$ cat src/hw/rtl/rgbds_pkg.sv
// Shared types, constants and colour expansion functions for the RGB565 downscaler.
`default_nettype none

package rgbds_pkg;

    // Configuration port geometry and register indexes
    localparam int CFG_IDX_W  = 3;
    localparam int CFG_DATA_W = 11;
    localparam int SRC_REG_W  = 11;
    localparam int DST_REG_W  = 10;

    localparam logic [CFG_IDX_W-1:0] REG_SRC_WIDTH  = 3'd0;
    localparam logic [CFG_IDX_W-1:0] REG_SRC_HEIGHT = 3'd1;
    localparam logic [CFG_IDX_W-1:0] REG_DST_WIDTH  = 3'd2;
    localparam logic [CFG_IDX_W-1:0] REG_DST_HEIGHT = 3'd3;

    localparam logic [SRC_REG_W-1:0] SRC_WIDTH_RST  = 11'd240;
    localparam logic [SRC_REG_W-1:0] SRC_HEIGHT_RST = 11'd240;
    localparam logic [DST_REG_W-1:0] DST_WIDTH_RST  = 10'd160;
    localparam logic [DST_REG_W-1:0] DST_HEIGHT_RST = 10'd120;

    // Fraction bits of the Q16 step and accumulators
    localparam int FRAC_W = 16;

    // Default size limits
    localparam int MAX_SRC_DIM_DEF = 1024;
    localparam int MAX_DST_DIM_DEF = 512;

    // Stream word widths
    localparam int PIX_W  = 16;
    localparam int CHAN_W = 8;
    localparam int OUT_W  = 3 * CHAN_W;

    // Controller states
    typedef enum logic [2:0] {
        ST_COL_START,
        ST_COL_WAIT,
        ST_ROW_START,
        ST_ROW_WAIT,
        ST_RUN
    } state_t;

    // Controller to datapath commands
    typedef struct packed {
        logic div_start;
        logic div_row;
        logic wr_col_step;
        logic wr_row_step;
        logic run;
    } cmd_t;

    // Datapath to controller status
    typedef struct packed {
        logic div_done;
        logic cfg_hit;
    } stat_t;

    // Expand 5-bit channel: (c*255+15)/31 through a reciprocal multiply (2^18 scale)
    function automatic logic [CHAN_W-1:0] expand5(input logic [4:0] c);
        logic [12:0] x;
        logic [26:0] prod;
        begin
            x    = ({c, 8'd0} - {8'd0, c}) + 13'd15;
            prod = {14'd0, x} * 27'd8457;
            return prod[25:18];
        end
    endfunction

    // Expand 6-bit channel: (c*255+31)/63 through a reciprocal multiply (2^20 scale)
    function automatic logic [CHAN_W-1:0] expand6(input logic [5:0] c);
        logic [13:0] x;
        logic [28:0] prod;
        begin
            x    = ({c, 8'd0} - {8'd0, c}) + 14'd31;
            prod = {15'd0, x} * 29'd16645;
            return prod[27:20];
        end
    endfunction

endpackage

`default_nettype wire

$ cat src/hw/rtl/rgbds_div.sv
// Restoring divider, one quotient bit per cycle, for the Q16 step values.
`default_nettype none

module rgbds_div #(
    parameter int NUM_W = 26,
    parameter int DEN_W = 9
) (
    input  wire logic             clk,
    input  wire logic             rst_n,
    input  wire logic             start,
    input  wire logic [NUM_W-1:0] num,
    input  wire logic [DEN_W-1:0] den,
    output logic      [NUM_W-1:0] quot,
    output logic                  busy,
    output logic                  done
);

    localparam int CNT_W = $clog2(NUM_W + 1);

    logic             busy_reg, busy_next;
    logic             done_reg, done_next;
    logic [CNT_W-1:0] cnt_reg, cnt_next;
    logic [DEN_W-1:0] rem_reg, rem_next;
    logic [NUM_W-1:0] quot_reg, quot_next;
    logic [DEN_W-1:0] den_reg, den_next;
    logic [DEN_W:0]   trial;
    logic             ge;
    logic [DEN_W:0]   diff;

    // Shift in the next dividend bit and trial-subtract
    assign trial = {rem_reg, quot_reg[NUM_W-1]};
    assign ge    = trial >= {1'b0, den_reg};
    assign diff  = trial - {1'b0, den_reg};

    always_comb
    begin
        busy_next = busy_reg;
        done_next = 1'b0;
        cnt_next  = cnt_reg;
        rem_next  = rem_reg;
        quot_next = quot_reg;
        den_next  = den_reg;
        if (start)
        begin
            busy_next = 1'b1;
            cnt_next  = CNT_W'(NUM_W);
            rem_next  = '0;
            quot_next = num;
            den_next  = den;
        end
        else if (busy_reg)
        begin
            rem_next  = ge ? diff[DEN_W-1:0] : trial[DEN_W-1:0];
            quot_next = {quot_reg[NUM_W-2:0], ge};
            cnt_next  = cnt_reg - CNT_W'(1);
            if (cnt_reg == CNT_W'(1))
            begin
                busy_next = 1'b0;
                done_next = 1'b1;
            end
        end
    end

    // Control state
    always_ff @(posedge clk or negedge rst_n)
    begin
        if (!rst_n)
        begin
            busy_reg <= 1'b0;
            done_reg <= 1'b0;
            cnt_reg  <= '0;
        end
        else
        begin
            busy_reg <= busy_next;
            done_reg <= done_next;
            cnt_reg  <= cnt_next;
        end
    end

    // Operands and partial results
    always_ff @(posedge clk)
    begin
        rem_reg  <= rem_next;
        quot_reg <= quot_next;
        den_reg  <= den_next;
    end

    assign quot = quot_reg;
    assign busy = busy_reg;
    assign done = done_reg;

endmodule

`default_nettype wire

$ cat src/hw/rtl/rgbds_ctrl.sv
// Controller: works out the column and row steps, then lets pixels through.
`default_nettype none

module rgbds_ctrl (
    input  wire logic           clk,
    input  wire logic           rst_n,
    input  wire rgbds_pkg::stat_t stat,
    output rgbds_pkg::cmd_t     cmd
);

    rgbds_pkg::state_t state_reg, state_next;

    // Next state
    always_comb
    begin
        state_next = state_reg;
        case (state_reg)
            rgbds_pkg::ST_COL_START: state_next = rgbds_pkg::ST_COL_WAIT;
            rgbds_pkg::ST_COL_WAIT:
                if (stat.div_done)
                    state_next = rgbds_pkg::ST_ROW_START;
            rgbds_pkg::ST_ROW_START: state_next = rgbds_pkg::ST_ROW_WAIT;
            rgbds_pkg::ST_ROW_WAIT:
                if (stat.div_done)
                    state_next = rgbds_pkg::ST_RUN;
            rgbds_pkg::ST_RUN:       state_next = rgbds_pkg::ST_RUN;
            default:                 state_next = rgbds_pkg::ST_COL_START;
        endcase
        // A register write restarts the step computation
        if (stat.cfg_hit)
            state_next = rgbds_pkg::ST_COL_START;
    end

    // Outputs
    always_comb
    begin
        cmd = '0;
        case (state_reg)
            rgbds_pkg::ST_COL_START: cmd.div_start = 1'b1;
            rgbds_pkg::ST_COL_WAIT:  cmd.wr_col_step = stat.div_done;
            rgbds_pkg::ST_ROW_START:
            begin
                cmd.div_start = 1'b1;
                cmd.div_row   = 1'b1;
            end
            rgbds_pkg::ST_ROW_WAIT:
            begin
                cmd.div_row     = 1'b1;
                cmd.wr_row_step = stat.div_done;
            end
            rgbds_pkg::ST_RUN:       cmd.run = 1'b1;
            default:                 cmd = '0;
        endcase
    end

    always_ff @(posedge clk or negedge rst_n)
    begin
        if (!rst_n)
            state_reg <= rgbds_pkg::ST_COL_START;
        else
            state_reg <= state_next;
    end

    // A register write always lands back at the start of the step computation
    a_cfg_restart: assert property (@(posedge clk) disable iff (!rst_n)
        stat.cfg_hit |=> state_reg == rgbds_pkg::ST_COL_START)
        else $error("register write did not restart step computation");

endmodule

`default_nettype wire

$ cat src/hw/rtl/rgbds_dp.sv
// Datapath: config registers, step divider, position counters and output register.
`default_nettype none

module rgbds_dp #(
    parameter int MAX_SRC_DIM = rgbds_pkg::MAX_SRC_DIM_DEF,
    parameter int MAX_DST_DIM = rgbds_pkg::MAX_DST_DIM_DEF
) (
    input  wire logic                           clk,
    input  wire logic                           rst_n,
    input  wire logic                           s_tvalid,
    output logic                                s_tready,
    input  wire logic [rgbds_pkg::PIX_W-1:0]    s_tdata,
    output logic                                m_tvalid,
    input  wire logic                           m_tready,
    output logic      [rgbds_pkg::OUT_W-1:0]    m_tdata,
    output logic                                m_tlast,
    input  wire logic                           cfg_valid,
    output logic                                cfg_ready,
    input  wire logic [rgbds_pkg::CFG_IDX_W-1:0]  cfg_index,
    input  wire logic [rgbds_pkg::CFG_DATA_W-1:0] cfg_data,
    input  wire rgbds_pkg::cmd_t                cmd,
    output rgbds_pkg::stat_t                    stat
);

    localparam int FRAC_W    = rgbds_pkg::FRAC_W;
    localparam int SRC_DIM_W = $clog2(MAX_SRC_DIM + 1);
    localparam int SRC_IDX_W = $clog2(MAX_SRC_DIM);
    localparam int DST_DIM_W = $clog2(MAX_DST_DIM + 1);
    localparam int DEN_W     = $clog2(MAX_DST_DIM);
    localparam int STEP_W    = SRC_IDX_W + FRAC_W;
    localparam int ACC_W     = STEP_W + 1;
    localparam int CMP_A     = (SRC_DIM_W > DST_DIM_W) ? SRC_DIM_W : DST_DIM_W;
    localparam int CMP_W     = (CMP_A > rgbds_pkg::SRC_REG_W) ? CMP_A : rgbds_pkg::SRC_REG_W;
    localparam int PIX_W_L   = rgbds_pkg::PIX_W;

    localparam logic [CMP_W-1:0] MAX_SRC_C = CMP_W'(MAX_SRC_DIM);
    localparam logic [CMP_W-1:0] MAX_DST_C = CMP_W'(MAX_DST_DIM);
    localparam logic [CMP_W-1:0] ONE_C     = CMP_W'(1);

    logic [rgbds_pkg::SRC_REG_W-1:0] src_width_reg, src_height_reg;
    logic [rgbds_pkg::DST_REG_W-1:0] dst_width_reg, dst_height_reg;

    logic [STEP_W-1:0]    col_step_reg, row_step_reg;
    logic [SRC_IDX_W-1:0] src_col_reg, src_col_next, src_row_reg, src_row_next;
    logic [DST_DIM_W-1:0] out_col_reg, out_col_next, out_row_reg, out_row_next;
    logic [ACC_W-1:0]     col_accum_reg, col_accum_next, row_accum_reg, row_accum_next;

    logic                 out_valid_reg, out_valid_next;
    logic [rgbds_pkg::CHAN_W-1:0] red_reg, green_reg, blue_reg;
    logic                 last_reg;

    logic [CMP_W-1:0] sw_raw, sh_raw, dw_raw, dh_raw;
    logic [CMP_W-1:0] sw_c, sh_c, dw_l, dh_l, dw_c, dh_c;
    logic [CMP_W-1:0] sw_m1_c, sh_m1_c, dw_m1_c, dh_m1_c;
    logic [SRC_IDX_W-1:0] sw_m1, sh_m1;
    logic [DEN_W-1:0]     dw_m1, dh_m1, div_den;
    logic [DST_DIM_W-1:0] dw, dh, dw_last, dh_last;
    logic [STEP_W-1:0]    div_num, div_quot;
    logic                 div_busy, div_done;

    logic                 cfg_hit, accept, row_hit, emit, last_flag;
    logic [PIX_W_L-1:0]   pix;

    // Clamp the programmed sizes
    assign sw_raw = CMP_W'(src_width_reg);
    assign sh_raw = CMP_W'(src_height_reg);
    assign dw_raw = CMP_W'(dst_width_reg);
    assign dh_raw = CMP_W'(dst_height_reg);

    assign sw_c = (sw_raw == '0) ? ONE_C : ((sw_raw > MAX_SRC_C) ? MAX_SRC_C : sw_raw);
    assign sh_c = (sh_raw == '0) ? ONE_C : ((sh_raw > MAX_SRC_C) ? MAX_SRC_C : sh_raw);
    assign dw_l = (dw_raw == '0) ? ONE_C : ((dw_raw > MAX_DST_C) ? MAX_DST_C : dw_raw);
    assign dh_l = (dh_raw == '0) ? ONE_C : ((dh_raw > MAX_DST_C) ? MAX_DST_C : dh_raw);
    assign dw_c = (dw_l > sw_c) ? sw_c : dw_l;
    assign dh_c = (dh_l > sh_c) ? sh_c : dh_l;

    assign sw_m1_c = sw_c - ONE_C;
    assign sh_m1_c = sh_c - ONE_C;
    assign dw_m1_c = dw_c - ONE_C;
    assign dh_m1_c = dh_c - ONE_C;

    assign sw_m1   = sw_m1_c[SRC_IDX_W-1:0];
    assign sh_m1   = sh_m1_c[SRC_IDX_W-1:0];
    assign dw_m1   = dw_m1_c[DEN_W-1:0];
    assign dh_m1   = dh_m1_c[DEN_W-1:0];
    assign dw      = dw_c[DST_DIM_W-1:0];
    assign dh      = dh_c[DST_DIM_W-1:0];
    assign dw_last = dw_m1_c[DST_DIM_W-1:0];
    assign dh_last = dh_m1_c[DST_DIM_W-1:0];

    // Step divider: ((src-1) << 16) / (dst-1)
    assign div_num = cmd.div_row ? {sh_m1, {FRAC_W{1'b0}}} : {sw_m1, {FRAC_W{1'b0}}};
    assign div_den = cmd.div_row ? dh_m1 : dw_m1;

    rgbds_div #(
        .NUM_W (STEP_W),
        .DEN_W (DEN_W)
    ) u_div (
        .clk   (clk),
        .rst_n (rst_n),
        .start (cmd.div_start),
        .num   (div_num),
        .den   (div_den),
        .quot  (div_quot),
        .busy  (div_busy),
        .done  (div_done)
    );

    // Configuration writes; unknown indexes are dropped
    assign cfg_ready = 1'b1;
    assign cfg_hit   = cfg_valid && (cfg_index == rgbds_pkg::REG_SRC_WIDTH
                                  || cfg_index == rgbds_pkg::REG_SRC_HEIGHT
                                  || cfg_index == rgbds_pkg::REG_DST_WIDTH
                                  || cfg_index == rgbds_pkg::REG_DST_HEIGHT);

    assign stat.div_done = div_done;
    assign stat.cfg_hit  = cfg_hit;

    always_ff @(posedge clk or negedge rst_n)
    begin
        if (!rst_n)
        begin
            src_width_reg  <= rgbds_pkg::SRC_WIDTH_RST;
            src_height_reg <= rgbds_pkg::SRC_HEIGHT_RST;
            dst_width_reg  <= rgbds_pkg::DST_WIDTH_RST;
            dst_height_reg <= rgbds_pkg::DST_HEIGHT_RST;
        end
        else if (cfg_valid)
        begin
            case (cfg_index)
                rgbds_pkg::REG_SRC_WIDTH:  src_width_reg  <= cfg_data;
                rgbds_pkg::REG_SRC_HEIGHT: src_height_reg <= cfg_data;
                rgbds_pkg::REG_DST_WIDTH:  dst_width_reg  <= cfg_data[rgbds_pkg::DST_REG_W-1:0];
                rgbds_pkg::REG_DST_HEIGHT: dst_height_reg <= cfg_data[rgbds_pkg::DST_REG_W-1:0];
                default:                   src_width_reg  <= src_width_reg;
            endcase
        end
    end

    // Latch the steps; a single destination pixel means a zero step
    always_ff @(posedge clk or negedge rst_n)
    begin
        if (!rst_n)
        begin
            col_step_reg <= '0;
            row_step_reg <= '0;
        end
        else
        begin
            if (cmd.wr_col_step)
                col_step_reg <= (dw_m1 == '0) ? '0 : div_quot;
            if (cmd.wr_row_step)
                row_step_reg <= (dh_m1 == '0) ? '0 : div_quot;
        end
    end

    // Pick test for the incoming source pixel
    assign s_tready = cmd.run && (!out_valid_reg || m_tready);
    assign accept   = s_tvalid && s_tready;
    assign row_hit  = (out_row_reg < dh)
                   && ({1'b0, src_row_reg} == row_accum_reg[ACC_W-1:FRAC_W]);
    assign emit     = row_hit && (out_col_reg < dw)
                   && ({1'b0, src_col_reg} == col_accum_reg[ACC_W-1:FRAC_W]);
    assign last_flag = (out_row_reg == dh_last) && (out_col_reg == dw_last);

    // Advance the raster position and the accumulators
    always_comb
    begin
        src_col_next   = src_col_reg;
        src_row_next   = src_row_reg;
        out_col_next   = out_col_reg;
        out_row_next   = out_row_reg;
        col_accum_next = col_accum_reg;
        row_accum_next = row_accum_reg;
        if (cfg_hit)
        begin
            src_col_next   = '0;
            src_row_next   = '0;
            out_col_next   = '0;
            out_row_next   = '0;
            col_accum_next = '0;
            row_accum_next = '0;
        end
        else if (accept)
        begin
            if (emit)
            begin
                out_col_next   = out_col_reg + DST_DIM_W'(1);
                col_accum_next = col_accum_reg + ACC_W'(col_step_reg);
            end
            if (src_col_reg >= sw_m1)
            begin
                src_col_next   = '0;
                out_col_next   = '0;
                col_accum_next = '0;
                if (row_hit)
                begin
                    out_row_next   = out_row_reg + DST_DIM_W'(1);
                    row_accum_next = row_accum_reg + ACC_W'(row_step_reg);
                end
                if (src_row_reg >= sh_m1)
                begin
                    src_row_next   = '0;
                    out_row_next   = '0;
                    row_accum_next = '0;
                end
                else
                begin
                    src_row_next = src_row_reg + SRC_IDX_W'(1);
                end
            end
            else
            begin
                src_col_next = src_col_reg + SRC_IDX_W'(1);
            end
        end
    end

    // Output word hand-off
    always_comb
    begin
        out_valid_next = out_valid_reg;
        if (m_tready)
            out_valid_next = 1'b0;
        if (accept && emit)
            out_valid_next = 1'b1;
    end

    always_ff @(posedge clk or negedge rst_n)
    begin
        if (!rst_n)
        begin
            src_col_reg   <= '0;
            src_row_reg   <= '0;
            out_col_reg   <= '0;
            out_row_reg   <= '0;
            col_accum_reg <= '0;
            row_accum_reg <= '0;
            out_valid_reg <= 1'b0;
        end
        else
        begin
            src_col_reg   <= src_col_next;
            src_row_reg   <= src_row_next;
            out_col_reg   <= out_col_next;
            out_row_reg   <= out_row_next;
            col_accum_reg <= col_accum_next;
            row_accum_reg <= row_accum_next;
            out_valid_reg <= out_valid_next;
        end
    end

    // Swap bytes back and expand to RGB888
    assign pix = {s_tdata[7:0], s_tdata[15:8]};

    always_ff @(posedge clk)
    begin
        if (accept && emit)
        begin
            red_reg   <= rgbds_pkg::expand5(pix[15:11]);
            green_reg <= rgbds_pkg::expand6(pix[10:5]);
            blue_reg  <= rgbds_pkg::expand5(pix[4:0]);
            last_reg  <= last_flag;
        end
    end

    assign m_tvalid = out_valid_reg;
    assign m_tdata  = {blue_reg, green_reg, red_reg};
    assign m_tlast  = last_reg;

    // Pixels only enter once both steps are latched
    a_accept_run: assert property (@(posedge clk) disable iff (!rst_n)
        accept |-> cmd.run && !div_busy)
        else $error("pixel accepted while steps not ready");

    // Output column never runs past the destination width
    a_col_bound: assert property (@(posedge clk) disable iff (!rst_n)
        cmd.run |-> out_col_reg <= dw)
        else $error("output column beyond destination width");

    // A picked pixel always lands in the output register
    a_emit_load: assert property (@(posedge clk) disable iff (!rst_n)
        accept && emit |=> out_valid_reg)
        else $error("picked pixel lost");

endmodule

`default_nettype wire

$ cat src/hw/rtl/rgb565_downscale_to_rgb888.sv
// A picked pixel appears on the master side in the cycle after it is accepted.
// Throughput: one source pixel per cycle while the output word is taken.
// After reset or any register write, the serial step divider (one quotient bit a cycle)
// works out the column step and then the row step before the first pixel is accepted.
// Reset (rst_n, asynchronous, active low) loads 240x240 -> 160x120 and clears position.
`default_nettype none

module rgb565_downscale_to_rgb888 #(
    parameter int MAX_SRC_DIM = rgbds_pkg::MAX_SRC_DIM_DEF,
    parameter int MAX_DST_DIM = rgbds_pkg::MAX_DST_DIM_DEF
) (
    input  wire logic                             clk,
    input  wire logic                             rst_n,
    input  wire logic                             s_tvalid,
    output logic                                  s_tready,
    input  wire logic [rgbds_pkg::PIX_W-1:0]      s_tdata,    // [15:0] pixel_raw
    output logic                                  m_tvalid,
    input  wire logic                             m_tready,
    output logic      [rgbds_pkg::OUT_W-1:0]      m_tdata,    // [7:0] red, [15:8] green, [23:16] blue
    output logic                                  m_tlast,    // frame_last
    input  wire logic                             cfg_valid,
    output logic                                  cfg_ready,
    input  wire logic [rgbds_pkg::CFG_IDX_W-1:0]  cfg_index,
    input  wire logic [rgbds_pkg::CFG_DATA_W-1:0] cfg_data
);

    rgbds_pkg::cmd_t  cmd;
    rgbds_pkg::stat_t stat;

    rgbds_ctrl u_ctrl (
        .clk   (clk),
        .rst_n (rst_n),
        .stat  (stat),
        .cmd   (cmd)
    );

    rgbds_dp #(
        .MAX_SRC_DIM (MAX_SRC_DIM),
        .MAX_DST_DIM (MAX_DST_DIM)
    ) u_dp (
        .clk       (clk),
        .rst_n     (rst_n),
        .s_tvalid  (s_tvalid),
        .s_tready  (s_tready),
        .s_tdata   (s_tdata),
        .m_tvalid  (m_tvalid),
        .m_tready  (m_tready),
        .m_tdata   (m_tdata),
        .m_tlast   (m_tlast),
        .cfg_valid (cfg_valid),
        .cfg_ready (cfg_ready),
        .cfg_index (cfg_index),
        .cfg_data  (cfg_data),
        .cmd       (cmd),
        .stat      (stat)
    );

endmodule

`default_nettype wire
$ cat config.mk
export PLATFORM = sky130hd
export DESIGN_NAME = rgb565_downscale_to_rgb888
export DESIGN_NICKNAME = d
export VERILOG_FILES = /design/src/hw/rtl/rgbds_pkg.sv /design/src/hw/rtl/rgbds_div.sv /design/src/hw/rtl/rgbds_ctrl.sv /design/src/hw/rtl/rgbds_dp.sv /design/src/hw/rtl/rgb565_downscale_to_rgb888.sv
export SDC_FILE = /design/constraint.sdc
export NUM_CORES = 1
export LEC_CHECK = 0
export ABC_AREA = 0
export BUFFER_PORTS_ARGS = -buffer_cell sky130_fd_sc_hd__buf_4
export CAP_MARGIN = 10
export CORE_MARGIN = 3
export CORE_UTILIZATION = 60
export CTS_CLUSTER_DIAMETER = 120
export CTS_CLUSTER_SIZE = 16
export DETAILED_ROUTE_END_ITERATION = 10
export PLACE_DENSITY = 0.75
export SYNTH_ARGS = -nofsm -noshare
export SYNTH_HDL_FRONTEND = slang
export SYNTH_SLANG_ARGS = --single-unit
$ cat constraint.sdc
create_clock -name clk -period 6.9 [get_ports clk]
set_input_delay 0.69 -clock clk [delete_from_list [all_inputs] [get_ports clk]]
set_output_delay 0.69 -clock clk [all_outputs]
set_load 0.1 [all_outputs]
==> results.md <==
* Ant. Diodes at 0
* Synth top cells by count: 310 x ha_1, 185 x dfrtp_1, 162 x nand2_1, 140 x inv_1, 138 x nor2_1
* Outcome: finished, final reports clean
* Post-CTS setup repair buffer count at 0
* Synth Flop Type: dfrtp_1
* CP required at 7.32 ns
* Nets at 2,573
* Critical path class: flop to flop
* Final Skew at 0.0165 ns
* First-pass GRT wire length at around 85,000 µm
* CP delay by family, top: simple AND/OR/NAND/NOR gates
* Max frequency at 163 MHz
* CTS sink cnt at 268
* Measured slew at the worst slew-check pin at 1.11 ns
* Mapped Avg Cell Area at 9.68 µm²
* Grt ovf at 0
* CP Launch Type: flop
* Routed wire length at 50,900 µm
* GRT Util Overall at 0.271
* Non-Filler Instances at 2,660
* Die Area at 0.0374 mm²
* Slowest-stage cell, CP: or2_2
* RD Place Congestion at 0.960
* Yosys top cell area share at 0.220
* Setup_tns at 0 ns
* Core ar. at 0.0340 mm²
* DR pass1 iterations at 5
* Fin. Hold Viols at 0
* Final Slew Violations at 0
* WL per Instance at approximately 19 µm
* Max Root-Sink Buffers at 3
* Post-synth EDFFs at 60
* Largest net degree at the start of global routing at 158
* Dpl cells at 2,627
* Worst Setup End Kind: flop
* Slew headroom at 0.258
* Final setup violation count at 0
* Starting Density at 0.619
* DP HPWL at 39,000 µm
* Clock transition at path regs at 0.07 ns
* Vias at 16,516
* Vias in the first global route at 16,430
* Core Rows at 67
* Layout area overhead at 6.71%
* Most common cell in the synthesized netlist: ha_1
* Number of port buffers at 61
* CP bufs+invs at 1
* Yosys reg bits at 268
* CTS root buf: clkbuf_16
* Tightest Hold Check Type: primary input to asynchronous set/reset pin
* DRT antenna net count at 0
* Initial antenna violation count at 0
* Ports at 63
* Worst-path maximum fanout at 29
* Yosys cell types at 93
* CTS Buf Count at 20
* Util after Layout at 0.661
* Worst vdd rail ir drop at 0.235 mV
* Vert. Die Dim at 193 µm
* Cells along the critical path: or4_4 > or3_4 > nor3_1 > o21bai_1 > ha_1 > nand3_1 > o21ba_2 > o31ai_1 > buf_4 > nand2_2 > mux2i_1 > ha_1 > a2111oi_0 > nand3_1 > or3_1 > a21oi_2 > a21oi_1 > or2_2 > a221o_1
* CTS Hold Bufs at 0
* Syn Inst Count at 2,177
* Final min period at 6.14 ns
* Register area share after synthesis at 0.331
* # resized after CTS at 0
* P_leak at between 10 and 15 nW
* Syn nets at 2,549
* DRC viols at 0
* Max-cap viol count at 0
* Vias per cell at between 6 and 7
* Pwr dens at 261 mW/mm²
* Chip width at 193 µm
* Max incr delay on CP at 0.62 ns
* Synthesized cell area at 0.0211 mm²
* Post-synth ARST share at 0.743
* Initial DRC Count at 1,243
* WP data arrival at around 6.6 ns
* RSZ-0062 raised after global routing: false
* Post-synth top area cell: dfrtp_1
* Synth area leaders: dfrtp_1 22%, ha_1 18%, edfxtp_1 8.6%
* Ys Warns at 0
* Latest clock arrival within the worst-skew pair at about 0.54 ns
* Period utilization at 0.890
* CTS tree: yes
* Htree depth at 1
* Layout cells sized above 1 at 0.0900
[report_power, final]
group / total, W / switching [W] / internal [W]
combinational: 0.00255 / 0.00147 / 0.00108
clock: 0.00115 / 0.000582 / 0.000566
sequential: 0.00217 / 0.000283 / 0.00189
total: 0.00587 / 0.00234 / 0.00354
[final timing paths]
kind / from / slack (ns) / endpoint / cells after the start
max in group asynchronous: rst_n / 5.55 / u_dp.row_step_reg[4] / 2
min reg2reg: u_dp.u_div.done / 0.47 / u_ctrl.state_reg[0] / 1
min in group clk: cfg_data[10] / 0.38 / u_dp.sh_raw[10] / 3
max reg2reg: u_dp.dst_width_reg[3] / 0.76 / u_dp.col_accum_reg[26] / 19
max: u_dp.dst_width_reg[3] / 0.76 / u_dp.col_accum_reg[26] / 19
min: rst_n / 0.08 / u_dp.dst_width_reg[6] / 1
[logic make-up (layout without fill, tap and decap cells)]
kind of cell	count (synthesis)	count (layout)	synth area share
flops	268	268	0.331
buf+inv	216	251	0.0415
mux	107	107	0.0543
compound gates	504	504	0.159
simple gates	597	597	0.141
xor+xnor	147	147	0.0624
other cells	1	1	0.000178
fa+ha+maj	337	337	0.210
[placed cells by master (no fill, tap or decap), types with 12 or more instances in the layout]
cell and n:
a211oi_1 25, buf_4 75, nor3_1 39, a21o_1 30, xnor2_1 94, nand2b_1 26, clkbuf_16 21, a21oi_1 111
nand2_1 162, and3_1 25, inv_1 140, a22o_1 50, nor2b_1 34, ha_1 310, o21ai_0 115, nor4_1 16
nor2_1 137, o211ai_1 13, mux2_2 49, dfrtp_1 185, nand4_1 21, o31ai_1 31, xor2_1 51, and2_1 23
o21a_1 18, dfstp_2 14, a31oi_1 27, edfxtp_1 60, or2_2 14, o21bai_1 12, fa_1 27, nand3_1 46
mux2i_1 57
[layout make-up]
| cell class | instances | area (µm²) |
|---|---|---|
| clock buffers | 32 | 567 |
| clock inverters | 1 | 16.3 |
| fillers | 2821 | 11600 |
| inverters | 141 | 529 |
| multi-input cells | 1693 | 13200 |
| flip-flops and latches | 268 | 6980 |
| well taps | 448 | 561 |
| repair buffers | 77 | 597 |
[layer usage]
metal / global-route usage / routed length (µm) / vias to the layer above
met4: 0.0675 / 1230 / 0
met1: 0.378 / 23400 / 8070
li1: - / - / 7934
met2: 0.447 / 23700 / 423
met3: 0.0398 / 2580 / 89
met5: 0 / 0 / -
[worst register-to-register path, delay by kind of cell (launching register included)]
kind                       cells  cell delay (ns)
DFF                            1             0.44
adders and majority gates      2             0.62
buffers and inverters          1             0.23
muxes                          1             0.34
AOI/OAI and AO/OA              7             1.80
and+or+nand+nor                8             2.61
[stage by stage]
stage	worst slack [ns]	cell area [µm²]	hold WS [ns]	total power (W)
2_1_floorplan	1.27	21100	0.394	0.00397
3_3_place_gp	1.05	21900	0.454	0.00461
3_5_place_dp	0.841	21900	0.462	0.00471
4_1_cts	0.828	22500	0.0867	0.00587
5_1_grt	0.133	22500	0.0975	0.00632
6_report	0.762	22500	0.0807	0.00587
Note: power is estimated with default switching activity, not from simulation.
